## src/hdl/hmt_pkg.sv

```systemverilog
// Shared types and constants of the heartbeat membership table.
// Used by the channel interfaces, the table memory and the top level.
package hmt_pkg;

    localparam int MAX_OUT = 32;
    localparam int NW      = 6;

    typedef logic [1:0] t_cmd;
    localparam t_cmd CMD_JOIN  = 2'd0;
    localparam t_cmd CMD_MERGE = 2'd1;
    localparam t_cmd CMD_TICK  = 2'd2;
    localparam t_cmd CMD_LIST  = 2'd3;

    typedef logic [2:0] t_status;
    localparam t_status ST_INSERTED = 3'd0;
    localparam t_status ST_UPDATED  = 3'd1;
    localparam t_status ST_IGNORED  = 3'd2;
    localparam t_status ST_FULL     = 3'd3;
    localparam t_status ST_TICK     = 3'd4;
    localparam t_status ST_LIVE     = 3'd5;
    localparam t_status ST_NONE     = 3'd6;

    typedef logic [1:0] t_reg;
    localparam t_reg REG_FAIL      = 2'd0;
    localparam t_reg REG_REMOVE    = 2'd1;
    localparam t_reg REG_SELF_ID   = 2'd2;
    localparam t_reg REG_SELF_PORT = 2'd3;

    typedef enum logic [1:0] {
        S_IDLE,
        S_SCAN,
        S_FINISH
    } t_state;

    typedef struct packed {
        logic [31:0] id;
        logic [15:0] port;
        logic [31:0] hb;
        logic [31:0] stamp;
    } t_entry;

    typedef struct packed {
        t_cmd        command;
        logic [31:0] member_id;
        logic [15:0] member_port;
        logic [31:0] member_heartbeat;
        logic [31:0] member_time;
        logic [31:0] current_time;
    } t_in_beat;

    typedef struct packed {
        t_status     status;
        logic [31:0] entry_id;
        logic [15:0] entry_port;
        logic [31:0] entry_heartbeat;
        logic [31:0] entry_time;
        logic [4:0]  removed_count;
        logic        last;
    } t_out_beat;

endpackage

```

## src/hdl/hmt_ram.sv

```systemverilog
// Peer entry memory: one write port, one read port with registered data.
// Depends on hmt_pkg for the entry type.
module hmt_ram import hmt_pkg::*; #(
    parameter int DEPTH = 32,
    parameter int AW    = 5
) (
    input  logic          i_clk,
    input  logic          i_we,
    input  logic [AW-1:0] i_waddr,
    input  t_entry        i_wdata,
    input  logic          i_re,
    input  logic [AW-1:0] i_raddr,
    output t_entry        o_rdata
);
    t_entry r_mem [DEPTH];
    t_entry r_rdata;

    always_ff @(posedge i_clk) begin
        if (i_we) begin
            r_mem[i_waddr] <= i_wdata;
        end
        if (i_re) begin
            r_rdata <= r_mem[i_raddr];
        end
    end

    assign o_rdata = r_rdata;
endmodule

```

## config.mk

```make
export PLATFORM = sky130hd
export DESIGN_NAME = hmt_ram
export DESIGN_NICKNAME = d
export VERILOG_FILES = /design/src/hdl/hmt_pkg.sv /design/src/hdl/hmt_ram.sv
export SDC_FILE = /design/constraint.sdc
export NUM_CORES = 2
export LEC_CHECK = 0
export ABC_AREA = 0
export BUFFER_PORTS_ARGS = -buffer_cell sky130_fd_sc_hd__buf_2
export CORE_ASPECT_RATIO = 1.5
export CORE_UTILIZATION = 41
export CTS_BUF_LIST = sky130_fd_sc_hd__clkbuf_8
export CTS_CLUSTER_DIAMETER = 120
export DETAILED_ROUTE_END_ITERATION = 10
export GPL_TIMING_DRIVEN = 0
export SLEW_MARGIN = 40
export SYNTH_ARGS = -nofsm -noshare
export SYNTH_HDL_FRONTEND = slang
export SYNTH_SLANG_ARGS = --single-unit
```

## constraint.sdc

```tcl
create_clock -name i_clk -period 13.63 [get_ports i_clk]
set_clock_uncertainty 0.1 [all_clocks]
set_input_delay 2.726 -clock i_clk [delete_from_list [all_inputs] [get_ports i_clk]]
set_output_delay 2.726 -clock i_clk [all_outputs]
set_load 0.1 [all_outputs]
```

==> results.md <==
- Initial Util: 41.3%
- Placed cell count: 11600
- Post-CTS sizing: 0
- Die Y: 716 um
- HP Class: flip-flop to flip-flop
- Post-synth EDFFs: 3696
- Die area: 342000 um^2
- Vias in the first global route: 75500
- Status: finished with violations
- Leak pwr: 54.7 nW
- Initial antenna violation count: 55
- Number of max-cap violations: 0
- Area Overhead vs Synth: 17.5%
- Cell family with most CP delay: buffers and inverters
- Req. time, crit path: 14.20 ns
- Setup crit end: o_rdata[107]
- # IOs: 237
- Pins over their slew limit: 0
- #FFs+latches synth: 3696
- Routability cong.: 0.782
- Reg2Reg Depth: 4
- Avg Inst Size Synth: 21.4 um^2
- Core area: 338000 um^2
- Buf/Inv on CP: 5
- CP Capture Type: flip-flop
- Die X: 478 um
- Setup_tns: 0 ns
- RSZ-0062 raised after global routing: no
- First-pass GRT wire length: 567000 um
- CP max-delay cell: buf_2
- Critical path depth in cells: 8
- CP peak stage delay: 0.74 ns
- Routed wire length: 412000 um
- Clock root cell: clkbuf_8
- Final setup viols: 0
- PD cells: 139 nW/um^2
- H-tree depth: 6
- Final hold violations: 0
- Cts bufs inserted: 562
- TritonCTS clock tree: yes
- Reg-to-reg startpoint: r_mem[15][11]
- Capturing point of the worst reg2reg path: o_rdata[11]
- CTS Sinks: 3696
- PortBufs: 233
- Worst slew pin tran: 0.920 ns
- Post-CTS setup buffer count: 0
- ANT nets after route: 0
- Hold-fix buffers, CTS: 0
- Share of layout cells above drive strength 1: 25.0%
- Clock Latency Late Sink: 1.07 ns
- GRT Overall Usage: 23.7%
- Hold wc startpoint: r_mem[25][111]
- Post-synthesis cell type count: 30
- Via Count: 71800
- Largest net degree at the start of global routing: 49
- Placed Area: 154000 um^2
- DRC: 54
- Failing checks: design-rule violations
- CP Launch Type: input port
- Critical path class: input port to flip-flop
- Crit-path most repeated cell: buf_2
- Hpwl dp: 290000 um
- GRT overflow: 0
- Vias per Instance: 5.72
- Post-synth ARST share: 0%
- VDD IR max: 0.0826 mV
- Worst EP arrival: 5.95 ns
- Period Utilization, post-route: 39.5%
- Design area: 164000 um^2
- Tmin final: 5.38 ns
- CP cell instances: buf_2 > buf_4 > buf_2 > buf_2 > buf_2 > mux4_2 > a22oi_1 > nand3_1
- Top_reg_cell synth: edfxtp_1
- CTS max path bufs: 4
- Synthesized net count: 6649
- Fmax: 0.186 GHz
- Initial DRC Count: 7088
- Crit-path max FO: 10
- Routed WL per cell: 32.8 um
- Post-synthesis cell area: 139000 um^2
- Fillers: 27400
- YS warnings: 0
- Worst setup path startpoint: i_raddr[2]
- Clock transition at path regs: 0.06 ns
- Syn Inst Count: 6524
- Sequential area share after synthesis: 79.6%
- Final nets: 7787
- Final Non-Filler Cells: 12600
- Slew margin rel.: 38.6%
- DR pass1 iterations: 9
- Cell row count: 261
- Flop2flop setup slack: 11.17 ns
sequential cells by signal, summed over array words and instances (netlist names):
signal,flops
r_mem,3584
o_rdata,112
synth_stat cells, types with 4 or more instances:
cell	number	area, um^2
a21oi_1	11	55.1
a22o_1	62	543
a22oi_1	594	4460
a31oi_1	62	388
a32oi_1	5	43.8
and2_1	10	62.6
buf_1	27	101
buf_2	136	681
buf_4	37	278
buf_6	23	259
clkbuf_1	146	548
edfxtp_1	3696	111000
mux2i_1	896	8970
mux4_2	448	10100
nand2_1	14	52.6
nand3_1	226	1130
nand3b_1	5	37.5
nand4_1	50	313
nor2_1	46	173
nor2b_1	15	93.8
nor3_1	4	20.0
per-stage QoR:
step	hold slack (ns)	worst slack (ns)	power (mW)	utilization [%]
finish	0.671	8.25	22.7	48.5
global route	0.725	8.38	23.4	48.5
CTS	0.670	8.32	22.9	48.5
detailed placement	0.663	7.20	14.5	45.5
global placement	0.664	-3.14	14.4	43.3
floorplan	0.525	4.90	13.8	-
per-layer routing:
layer | part of all wire, % | vias to the layer above | wire length (um) | global-route usage, %
met5 | 0.031 | - | 128 | 0
met4 | 5.4 | 18 | 22300 | 12.2
met3 | 6.4 | 904 | 26500 | 4.17
met2 | 54 | 3122 | 223000 | 44.1
met1 | 34 | 38000 | 140000 | 25.5
li1 | - | 29800 | - | -
power by group:
group          switching (mW)  total (mW)  internal [mW]
sequential             0.0454        12.7           12.7
combinational            1.07        1.48          0.411
clock                    4.27        8.50           4.23
cells by family after synthesis:
| group | Yosys count | share of synthesized area [%] |
|---|---|---|
| buffers and inverters | 373 | 1.35 |
| multiplexers | 1344 | 13.7 |
| AND/OR/NAND/NOR | 377 | 1.39 |
| flip-flops | 3696 | 79.6 |
| AO/OA/AOI/OAI | 734 | 3.94 |
final cells by class:
cell class / count / area [um^2] / share of cell area [%]
flip-flops and latches: 3696 / 111000 / 67.8
multi-input cells: 2455 / 26800 / 16.3
repair buffers: 574 / 8350 / 5.10
clock buffers: 581 / 8000 / 4.88
well taps: 4471 / 5590 / 3.42
clock inverters: 377 / 2020 / 1.23
plain buffers: 372 / 1970 / 1.20
diodes: 25 / 62.6 / 0.0382
inverters: 1 / 3.75 / 0.00229
worst reg2reg max path, cell delays in order (launching register included):
cell      delay [ns]
edfxtp_1        0.37
mux4_2          0.48
a22o_1          0.26
a31oi_1         0.60
nand3_1         0.27
placed cells by master (no fill, tap or decap), types with 8 or more instances in the layout:
| master | netlist | layout |
|---|---|---|
| clkinvlp_4 | 0 | 19 |
| nand3_1 | 226 | 225 |
| inv_6 | 0 | 8 |
| inv_1 | 1 | 170 |
| and2_1 | 10 | 10 |
| a22oi_1 | 594 | 594 |
| buf_4 | 37 | 41 |
| nand2_1 | 14 | 14 |
| diode_2 | 0 | 25 |
| edfxtp_1 | 3696 | 3696 |
| buf_8 | 0 | 167 |
| a21oi_1 | 11 | 11 |
| mux2i_1 | 896 | 896 |
| buf_16 | 0 | 168 |
| nand4_1 | 50 | 50 |
| buf_1 | 27 | 17 |
| mux4_2 | 448 | 448 |
| buf_6 | 23 | 25 |
| buf_2 | 136 | 379 |
| clkbuf_2 | 2 | 62 |
| clkinv_2 | 0 | 51 |
| clkinv_1 | 0 | 111 |
| clkbuf_8 | 0 | 581 |
| nor2b_1 | 15 | 14 |
| nor2_4 | 0 | 33 |
| nor2_1 | 46 | 13 |
| a31oi_1 | 62 | 62 |
| a22o_1 | 62 | 62 |
| clkbuf_1 | 146 | 86 |
| bufinv_16 | 0 | 15 |
worst min path at each step:
| stage | to | slack (ns) | depth (start not counted) |
|---|---|---|---|
| after floorplan | o_rdata[25] | 0.53 | 4 |
| after global placement | o_rdata[2] | 0.66 | 3 |
| after detailed placement | o_rdata[90] | 0.66 | 3 |
| after CTS | o_rdata[111] | 0.67 | 4 |
| after global routing | o_rdata[111] | 0.72 | 4 |
| final | o_rdata[111] | 0.67 | 4 |
(Power assumes the default switching activity.)
